$ cat config.mk
export PLATFORM = sky130hd
export DESIGN_NAME = nav_technique_hysteresis_arbiter
export DESIGN_NICKNAME = d
export VERILOG_FILES = /design/src/rtl/nthap_pkg.sv /design/src/rtl/nav_technique_hysteresis_arbiter.sv
export SDC_FILE = /design/constraint.sdc
export NUM_CORES = 1
export LEC_CHECK = 0
export ABC_AREA = 1
export BUFFER_PORTS_ARGS = -buffer_cell sky130_fd_sc_hd__buf_2
export CAP_MARGIN = 5
export CORE_MARGIN = 2
export CORE_UTILIZATION = 45
export CTS_BUF_LIST = sky130_fd_sc_hd__clkbuf_16
export DETAILED_ROUTE_END_ITERATION = 10
export PLACE_DENSITY = 0.65
export SYNTH_ARGS = -nofsm -noshare
export SYNTH_HDL_FRONTEND = slang
export SYNTH_SLANG_ARGS = --single-unit
$ cat constraint.sdc
create_clock -name clk -period 7.9 [get_ports clk]
set_clock_uncertainty 0.1 [all_clocks]
set_input_delay 1.185 -clock clk [delete_from_list [all_inputs] [get_ports clk]]
set_output_delay 1.185 -clock clk [all_outputs]
set_load 0.005 [all_outputs]
$ cat src/rtl/nthap_pkg.sv
`default_nettype none

package nthap_pkg;

  localparam int unsigned ScoreW = 14;
  localparam int unsigned TrendW = 15;
  localparam int unsigned TechW  = 3;
  localparam int unsigned DomW   = 3;
  localparam int unsigned ReasonW = 3;

  typedef logic [ScoreW-1:0]        score_t;
  typedef logic signed [TrendW-1:0] trend_t;
  typedef logic [TechW-1:0]         tech_t;
  typedef logic [DomW-1:0]          dom_t;
  typedef logic [ReasonW-1:0]       reason_t;

  // technique codes
  localparam tech_t TECH_NONE = 3'd0;
  localparam tech_t TECH_GNSS = 3'd1;
  localparam tech_t TECH_IMU  = 3'd2;
  localparam tech_t TECH_CAM  = 3'd3;
  localparam tech_t TECH_LDR  = 3'd4;
  localparam tech_t TECH_ACU  = 3'd5;
  localparam tech_t TECH_MAG  = 3'd6;
  localparam tech_t TECH_BARO = 3'd7;

  // domain codes
  localparam dom_t DOM_AIR  = 3'd0;
  localparam dom_t DOM_ROAD = 3'd1;
  localparam dom_t DOM_FLD  = 3'd2;
  localparam dom_t DOM_SEA  = 3'd3;
  localparam dom_t DOM_SUB  = 3'd4;

  // reason codes
  localparam reason_t RSN_BOOT   = 3'd0;
  localparam reason_t RSN_BELOW  = 3'd1;
  localparam reason_t RSN_HOLDB  = 3'd2;
  localparam reason_t RSN_SWITCH = 3'd3;
  localparam reason_t RSN_HOLD   = 3'd4;
  localparam reason_t RSN_BADTH  = 3'd5;

  // register indexes
  localparam logic CFG_ENTER = 1'b0;
  localparam logic CFG_EXIT  = 1'b1;

  localparam score_t ENTER_RST = 14'd6000;
  localparam score_t EXIT_RST  = 14'd3000;

  // fixed scores
  localparam score_t SC_ZERO      = 14'd0;
  localparam score_t SC_GNSS_OUTL = 14'd500;
  localparam score_t SC_IMU_NOFIX = 14'd9000;
  localparam score_t SC_IMU_RCNT  = 14'd6375;
  localparam score_t SC_IMU_PLAIN = 14'd7500;
  localparam score_t SC_MAG       = 14'd1500;

  localparam trend_t TR_OUTL  = -15'sd10000;
  localparam trend_t TR_GOOD  = 15'sd5000;
  localparam trend_t TR_FIX   = -15'sd2500;
  localparam trend_t TR_NOFIX = -15'sd7500;
  localparam trend_t TR_IMU_OK  = 15'sd0;
  localparam trend_t TR_IMU_BAD = -15'sd10000;

  // GNSS prior per domain; zero for submerged and unknown
  function automatic score_t gnss_prior(input dom_t d);
    score_t p;
    case (d)
      DOM_AIR, DOM_ROAD: p = 14'd9500;
      DOM_FLD:           p = 14'd7000;
      DOM_SEA:           p = 14'd8500;
      default:           p = SC_ZERO;
    endcase
    return p;
  endfunction

  // prior scaled by 0.55 (exact for every prior)
  function automatic score_t gnss_derated(input dom_t d);
    score_t p;
    case (d)
      DOM_AIR, DOM_ROAD: p = 14'd5225;
      DOM_FLD:           p = 14'd3850;
      DOM_SEA:           p = 14'd4675;
      default:           p = SC_ZERO;
    endcase
    return p;
  endfunction

  function automatic score_t baro_prior(input dom_t d);
    score_t p;
    case (d)
      DOM_AIR:         p = 14'd2000;
      DOM_SEA, DOM_SUB: p = 14'd2500;
      default:         p = SC_ZERO;
    endcase
    return p;
  endfunction

endpackage

`default_nettype wire

$ cat src/rtl/nav_technique_hysteresis_arbiter.sv
`default_nettype none

// Navigation technique arbiter with hysteresis. One environment report is
// taken per clock (start high, busy is never raised) and its result leaves
// the four register stages on the out_ ports for exactly one cycle with
// out_valid high; the receiver cannot hold a result back, so there is no
// stall path. The stages are input capture, scoring, best-of-seven compare
// tree, and the bootstrap / hold / hysteresis decision.
// Sustained rate is one report per cycle. Scores are in units of 1/10000.
// Ties for the best score go to the lowest technique index; camera, lidar
// and acoustic always score zero. If enter_level is not above exit_level the
// result carries reason "bad thresholds", best technique and score of zero
// and keeps the current selection; the trends are reported regardless.
// The two threshold registers are written through cfg_we / cfg_index /
// cfg_wdata and should only change while no report is in flight.
module nav_technique_hysteresis_arbiter
  import nthap_pkg::*;
(
  input  wire logic                     clk,
  input  wire logic                     rst_n,
  // command side
  input  wire logic                     start,
  output logic                          busy,
  input  wire logic [DomW-1:0]          in_domain,
  input  wire logic                     in_gnss_outlier,
  input  wire logic                     in_gnss_fix_ok,
  input  wire logic                     in_gnss_recent_accept,
  input  wire logic                     in_imu_healthy,
  input  wire logic [TechW-1:0]         in_current_technique,
  // result side
  output logic                          out_valid,
  output logic [TechW-1:0]              out_selected_technique,
  output logic [TechW-1:0]              out_best_technique,
  output logic [ScoreW-1:0]             out_best_score,
  output logic                          out_switched,
  output logic [ReasonW-1:0]            out_reason_code,
  output logic signed [TrendW-1:0]      out_gnss_trend,
  output logic signed [TrendW-1:0]      out_imu_trend,
  // configuration
  input  wire logic                     cfg_we,
  input  wire logic                     cfg_index,
  input  wire logic [ScoreW-1:0]        cfg_wdata
);

  // ------------------------------------------------------------------
  // Threshold registers
  // ------------------------------------------------------------------
  score_t enter_r, exit_r;

  always_ff @(posedge clk) begin
    if (!rst_n) begin
      enter_r <= ENTER_RST;
      exit_r  <= EXIT_RST;
    end else if (cfg_we) begin
      unique case (cfg_index)
        CFG_ENTER: enter_r <= cfg_wdata;
        CFG_EXIT:  exit_r  <= cfg_wdata;
        default:   ;
      endcase
    end
  end

  // every cycle is open for a transfer
  assign busy = 1'b0;

  logic in_xfer;
  assign in_xfer = start && !busy;

  // ------------------------------------------------------------------
  // Stage 1: capture the report
  // ------------------------------------------------------------------
  logic  s1_vld_r;
  dom_t  s1_dom_r;
  logic  s1_outl_r, s1_fix_r, s1_rcnt_r, s1_imu_r;
  tech_t s1_cur_r;

  always_ff @(posedge clk) begin
    if (!rst_n) s1_vld_r <= 1'b0;
    else        s1_vld_r <= in_xfer;
  end

  always_ff @(posedge clk) begin
    s1_dom_r  <= in_domain;
    s1_outl_r <= in_gnss_outlier;
    s1_fix_r  <= in_gnss_fix_ok;
    s1_rcnt_r <= in_gnss_recent_accept;
    s1_imu_r  <= in_imu_healthy;
    s1_cur_r  <= in_current_technique;
  end

  // ------------------------------------------------------------------
  // Stage 2: per-technique scores, trends, threshold sanity
  // ------------------------------------------------------------------
  score_t sc_gnss_nxt, sc_imu_nxt, sc_baro_nxt;
  trend_t gtr_nxt, itr_nxt;
  logic   bad_nxt;

  always_comb begin
    // GNSS: zero prior dominates, then outlier, then fix / recent accept
    if (gnss_prior(s1_dom_r) == SC_ZERO) sc_gnss_nxt = SC_ZERO;
    else if (s1_outl_r)                  sc_gnss_nxt = SC_GNSS_OUTL;
    else if (!s1_fix_r)                  sc_gnss_nxt = SC_ZERO;
    else if (!s1_rcnt_r)                 sc_gnss_nxt = gnss_derated(s1_dom_r);
    else                                 sc_gnss_nxt = gnss_prior(s1_dom_r);

    // IMU scores higher when GNSS cannot be trusted
    if (!s1_imu_r)                     sc_imu_nxt = SC_ZERO;
    else if (s1_outl_r || !s1_fix_r)   sc_imu_nxt = SC_IMU_NOFIX;
    else if (s1_rcnt_r)                sc_imu_nxt = SC_IMU_RCNT;
    else                               sc_imu_nxt = SC_IMU_PLAIN;

    sc_baro_nxt = baro_prior(s1_dom_r);

    if (s1_outl_r)                   gtr_nxt = TR_OUTL;
    else if (s1_fix_r && s1_rcnt_r)  gtr_nxt = TR_GOOD;
    else if (s1_fix_r)               gtr_nxt = TR_FIX;
    else                             gtr_nxt = TR_NOFIX;

    itr_nxt = s1_imu_r ? TR_IMU_OK : TR_IMU_BAD;

    bad_nxt = !(enter_r > exit_r);
  end

  logic   s2_vld_r;
  score_t s2_gnss_r, s2_imu_r, s2_baro_r;
  trend_t s2_gtr_r, s2_itr_r;
  logic   s2_bad_r;
  tech_t  s2_cur_r;

  always_ff @(posedge clk) begin
    if (!rst_n) s2_vld_r <= 1'b0;
    else        s2_vld_r <= s1_vld_r;
  end

  always_ff @(posedge clk) begin
    s2_gnss_r <= sc_gnss_nxt;
    s2_imu_r  <= sc_imu_nxt;
    s2_baro_r <= sc_baro_nxt;
    s2_gtr_r  <= gtr_nxt;
    s2_itr_r  <= itr_nxt;
    s2_bad_r  <= bad_nxt;
    s2_cur_r  <= s1_cur_r;
  end

  // ------------------------------------------------------------------
  // Stage 3: best-of-seven tree; zero-score techniques never win, so only
  // gnss, imu, mag and baro take part. Strict compares keep the low index.
  // ------------------------------------------------------------------
  tech_t  lo_tech, hi_tech, best_nxt;
  score_t lo_sc, hi_sc, bsc_nxt, cur_sc_nxt;

  always_comb begin
    if (s2_imu_r > s2_gnss_r) begin
      lo_tech = TECH_IMU;
      lo_sc   = s2_imu_r;
    end else begin
      lo_tech = TECH_GNSS;
      lo_sc   = s2_gnss_r;
    end

    if (s2_baro_r > SC_MAG) begin
      hi_tech = TECH_BARO;
      hi_sc   = s2_baro_r;
    end else begin
      hi_tech = TECH_MAG;
      hi_sc   = SC_MAG;
    end

    if (hi_sc > lo_sc) begin
      best_nxt = hi_tech;
      bsc_nxt  = hi_sc;
    end else begin
      best_nxt = lo_tech;
      bsc_nxt  = lo_sc;
    end

    // score of the technique currently selected
    unique case (s2_cur_r)
      TECH_GNSS: cur_sc_nxt = s2_gnss_r;
      TECH_IMU:  cur_sc_nxt = s2_imu_r;
      TECH_MAG:  cur_sc_nxt = SC_MAG;
      TECH_BARO: cur_sc_nxt = s2_baro_r;
      default:   cur_sc_nxt = SC_ZERO;
    endcase
  end

  logic   s3_vld_r;
  tech_t  s3_best_r, s3_cur_r;
  score_t s3_bsc_r, s3_cursc_r;
  trend_t s3_gtr_r, s3_itr_r;
  logic   s3_bad_r;

  always_ff @(posedge clk) begin
    if (!rst_n) s3_vld_r <= 1'b0;
    else        s3_vld_r <= s2_vld_r;
  end

  always_ff @(posedge clk) begin
    s3_best_r  <= best_nxt;
    s3_bsc_r   <= bsc_nxt;
    s3_cursc_r <= cur_sc_nxt;
    s3_cur_r   <= s2_cur_r;
    s3_gtr_r   <= s2_gtr_r;
    s3_itr_r   <= s2_itr_r;
    s3_bad_r   <= s2_bad_r;
  end

  // ------------------------------------------------------------------
  // Stage 4: bootstrap / hold / hysteresis decision
  // ------------------------------------------------------------------
  tech_t   sel_nxt, obest_nxt;
  score_t  obsc_nxt;
  logic    sw_nxt;
  reason_t rsn_nxt;

  always_comb begin
    sel_nxt   = s3_cur_r;
    obest_nxt = s3_best_r;
    obsc_nxt  = s3_bsc_r;
    sw_nxt    = 1'b0;
    if (s3_bad_r) begin
      obest_nxt = TECH_NONE;
      obsc_nxt  = SC_ZERO;
      rsn_nxt   = RSN_BADTH;
    end else if (s3_cur_r == TECH_NONE) begin
      if (s3_bsc_r >= enter_r) begin
        sel_nxt = s3_best_r;
        sw_nxt  = 1'b1;
        rsn_nxt = RSN_BOOT;
      end else begin
        rsn_nxt = RSN_BELOW;
      end
    end else if (s3_best_r == s3_cur_r) begin
      rsn_nxt = RSN_HOLDB;
    end else if (s3_bsc_r > enter_r && s3_cursc_r < exit_r) begin
      sel_nxt = s3_best_r;
      sw_nxt  = 1'b1;
      rsn_nxt = RSN_SWITCH;
    end else begin
      rsn_nxt = RSN_HOLD;
    end
  end

  logic    out_vld_r;
  tech_t   out_sel_r, out_best_r;
  score_t  out_bsc_r;
  logic    out_sw_r;
  reason_t out_rsn_r;
  trend_t  out_gtr_r, out_itr_r;

  always_ff @(posedge clk) begin
    if (!rst_n) out_vld_r <= 1'b0;
    else        out_vld_r <= s3_vld_r;
  end

  always_ff @(posedge clk) begin
    out_sel_r  <= sel_nxt;
    out_best_r <= obest_nxt;
    out_bsc_r  <= obsc_nxt;
    out_sw_r   <= sw_nxt;
    out_rsn_r  <= rsn_nxt;
    out_gtr_r  <= s3_gtr_r;
    out_itr_r  <= s3_itr_r;
  end

  assign out_valid              = out_vld_r;
  assign out_selected_technique = out_sel_r;
  assign out_best_technique     = out_best_r;
  assign out_best_score         = out_bsc_r;
  assign out_switched           = out_sw_r;
  assign out_reason_code        = out_rsn_r;
  assign out_gnss_trend         = out_gtr_r;
  assign out_imu_trend          = out_itr_r;

  // ------------------------------------------------------------------
  // Checks
  // ------------------------------------------------------------------
  a_switch_reason: assert property (@(posedge clk) disable iff (!rst_n)
    out_valid |-> (out_switched == (out_reason_code == RSN_BOOT ||
                                    out_reason_code == RSN_SWITCH)))
    else $error("switch flag disagrees with reason");

  a_switch_sel: assert property (@(posedge clk) disable iff (!rst_n)
    out_valid && out_switched |-> out_selected_technique == out_best_technique)
    else $error("switched result does not select the best technique");

  a_bad_zero: assert property (@(posedge clk) disable iff (!rst_n)
    out_valid && out_reason_code == RSN_BADTH |->
      out_best_technique == TECH_NONE && out_best_score == SC_ZERO)
    else $error("bad-threshold result carries a best technique");

  a_best_real: assert property (@(posedge clk) disable iff (!rst_n)
    out_valid && out_reason_code != RSN_BADTH |->
      (out_best_technique == TECH_GNSS || out_best_technique == TECH_IMU ||
       out_best_technique == TECH_MAG  || out_best_technique == TECH_BARO))
    else $error("best technique is one that cannot score");

endmodule

`default_nettype wire

==> impl_metrics.json <==
{
  "run_status": "completed",
  "fmax_ghz": 0.276,
  "vias_per_cell": 4.67,
  "p_leak_uw": 0.00369,
  "syn_area_um2": 6470,
  "period_share_pct": 45.9,
  "final_nets": 910,
  "clockRootBuffer": "clkbuf_16",
  "register_area_um2": 3160,
  "cpPeakStageDelay_ns": 0.46,
  "cts_tree": "built",
  "rr_endpoint": "s3_bsc_r[1]",
  "numCtsBuffers": 17,
  "initial_core_util_pct": 46.3,
  "period_minus_slack_ns": 3.63,
  "wl_um": 12700,
  "cap_violations": 0,
  "ant_nets": 0,
  "slew_violations": 0,
  "worstSkewPairLatency_ns": 0.42,
  "tightest_slew_ns": 0.755,
  "drc_errors": 0,
  "critPathKind": "reg2reg",
  "drive_above_1_share_pct": 16.0,
  "cp-end-kind": "flop",
  "diodes": 0,
  "timing.hold.ws_ns": 0.227,
  "route.vias.total": 4726,
  "grt_pass1_vias": 4256,
  "reg2reg_slack_ns": 4.27,
  "clock_path_buffers": 2,
  "cpMostUsedCell": "nand2_1",
  "grt.overflow.total": 0,
  "grt_max_degree": 33,
  "crit_arrival_ns": 3.89,
  "rsz0062_at_grt": "no",
  "rr_worst_depth": 22,
  "post_synth_xor_area_fraction_pct": 0.406,
  "synthSimpleGateAreaFrac_pct": 17.7,
  "vdd_drop_max_v": 0.000201,
  "synth_compound_area_share_pct": 10.2,
  "synth-adder-area-share_pct": 12.2,
  "drt-initial-drc-count": 235,
  "fp.dieW_um": 124,
  "nFillCells": 1359,
  "ios": 85,
  "grt_pass1_wl_um": 20200,
  "cp-start-kind": "flop",
  "yosysTopAreaCellShare_pct": 48.9,
  "crit_chain": "ha_1, nand2_1, nand2_1, nand2_1, nand2_1, a21oi_1, nand2_4, nand2_4, inv_1, o21ai_0, inv_1, ha_1, nand2_1, nor2_1, nand3_1, nor2_1, nand2_1, a21oi_1, nand3_2, nand3_2, inv_1, nor2_1",
  "r2r-start": "s2_imu_r[7]",
  "synthDistinctLibCells": 35,
  "wl_per_cell_um": 12.6,
  "hold_class": "reg2reg",
  "max_slew_margin_pct": 49.6,
  "ys_ff_latch": 158,
  "clock_sinks": 158,
  "syn-instance-count": 750,
  "gp_congestion": 0.872,
  "io_buffers": 73,
  "critical_path.max_fanout": 15,
  "postCtsResizedCells": 0,
  "firstDrtPassIters": 5,
  "syn_avg_cell_area_um2": 8.63,
  "place_hpwl_um": 9900,
  "die_area_um2": 15400,
  "setup_viol": 0,
  "crit_end": "s3_bsc_r[1]",
  "ys_warn_count": 0,
  "antenna_found_initial": 0,
  "cpMaxStageDelayCell": "dfxtp_1",
  "cellPowerDensity_nw_per_um2": 264,
  "htree_levels": 4,
  "cts_setup_buffers": 0,
  "final.setup.tns_ns": 0,
  "synth_top_family_by_area": "simple AND/OR/NAND/NOR gates",
  "row_count": 43,
  "core_area_um2": 14000,
  "clk_pin_slew_ns": 0.07,
  "synthTopCellsByArea": "dfxtp_1 49%, ha_1 12%, nand2_1 7.3%",
  "cp-startpoint": "s2_imu_r[7]",
  "dieHeight_um": 124,
  "cts_hold_buf": 0,
  "yosysSeqAreaShare_pct": 48.9,
  "min_path_cells": 0,
  "finalHoldViolations": 0,
  "synth_mux_area_share_pct": 0,
  "multi_input_area_um2": 2660,
  "required_ns": 8.16,
  "grt_usage_pct": 17.6,
  "area_delta_synth_final_pct": 14.9,
  "synth_top_area_cell": "dfxtp_1"
}
## worst max-delay path, delay by kind of cell (launching register included)
family,cells,cell delay (ns)
compound gates,3,0.63
flops,1,0.46
fa+ha+maj,2,0.58
buf+inv,3,0.31
simple gates,14,1.47
## registers in the layout, summed over array words and instances, names as in the netlist, 6 cells and up
name and flops:
exit_r 14, out_best_score 14, s2_gtr_r 9, out_gnss_trend 9
s3_gtr_r 9, s3_cursc_r 14, enter_r 14, s2_imu_r 6
s2_gnss_r 14, s3_bsc_r 14
## worst min-delay path by stage
stage	start	endpoint	slack [ns]
2_1_floorplan	s3_gtr_r[10]	out_gnss_trend[10]	0.21
3_3_place_gp	s1_cur_r[1]	s2_cur_r[1]	0.21
3_5_place_dp	s3_gtr_r[12]	out_gnss_trend[12]	0.21
4_1_cts	s2_gtr_r[5]	s3_gtr_r[5]	0.23
5_1_grt	s2_gtr_r[8]	s3_gtr_r[8]	0.23
6_report	s2_gtr_r[8]	s3_gtr_r[8]	0.23
## layout make-up
| type | count | share of cell area, % |
|---|---|---|
| clock inverter | 15 | 1.72 |
| sequential | 158 | 42.5 |
| tap | 180 | 3.03 |
| multi-input combinational | 445 | 35.8 |
| clock buffer | 17 | 5.72 |
| timing repair buffer | 74 | 5.02 |
| inverter | 122 | 6.16 |
## cell usage in the layout (no fill, tap or decap), drive strengths merged
cell type / n
clkbuf: 17
ha: 63
nand2: 140
inv: 131
a221oi: 2
o22ai: 1
nand3b: 1
o221ai: 1
dfxtp: 158
a32o: 1
nor2: 65
xnor2: 3
clkinvlp: 2
a21oi: 47
o21ai: 36
nor3b: 1
nor3: 5
or2: 5
conb: 11
nand3: 24
clkinv: 4
o211ai: 22
o21a: 5
buf: 74
nor4: 1
nand4: 11
## power breakdown
part / internal (uW) / switching [uW] / leakage (uW)
combinational: 115 / 167 / 0.00211
clock: 413 / 349 / 0.000269
sequential: 877 / 43.3 / 0.00131
## through the flow
step / setup slack [ns] / total power [uW] / cells / util [%] / instance area (um2)
6_report: 4.27 / 1960 / 1011 / 53.1 / 7430
3_3_place_gp: 4.41 / 1220 / 979 / 49.2 / 6880
2_1_floorplan: 4.71 / 1140 / 760 / - / 6510
4_1_cts: 4.30 / 1990 / 1011 / 53.1 / 7430
3_5_place_dp: 4.34 / 1220 / 979 / 49.2 / 6880
5_1_grt: 3.87 / 2080 / 1011 / 53.1 / 7430
## logic make-up (layout without fill, tap and decap cells)
logic type | count (synthesis) | in the layout
flops | 158 | 158
fa+ha+maj | 63 | 63
compound gates | 115 | 115
simple gates | 253 | 253
buf+inv | 157 | 228
xor+xnor | 3 | 3
other cells | 1 | 11
## synth_stat cells
master and instances:
buf_6 2, a32o_1 1, o211ai_1 22, conb_1 1, nand2_1 126, nand2_4 4, nand4_4 1, inv_1 120
o21ai_0 35, nand4_1 10, nand3_2 3, inv_2 2, nand3_1 21, ha_1 63, a221oi_1 2, nor2_2 1
o21ai_1 1, nand2_2 10, dfxtp_1 158, nor3_1 5, buf_1 1, buf_4 21, or2_1 1, or2_2 4
o21a_1 5, nor4_1 1, a21oi_1 47, o22ai_1 1, nor3b_1 1, nand3b_1 1, xnor2_1 3, nor2_1 61
clkbuf_1 11, o221ai_1 1, nor2_4 3
## metal layers
metal  GRT usage, %  up-vias  share of wire, %
li1               -     2512                 -
met1           22.5     2091                47
met2           28.3      105                47
met3           4.85       18               4.3
met4           6.67        0               1.6
met5              0        -                 0
Power figures use the tool's default switching activity.
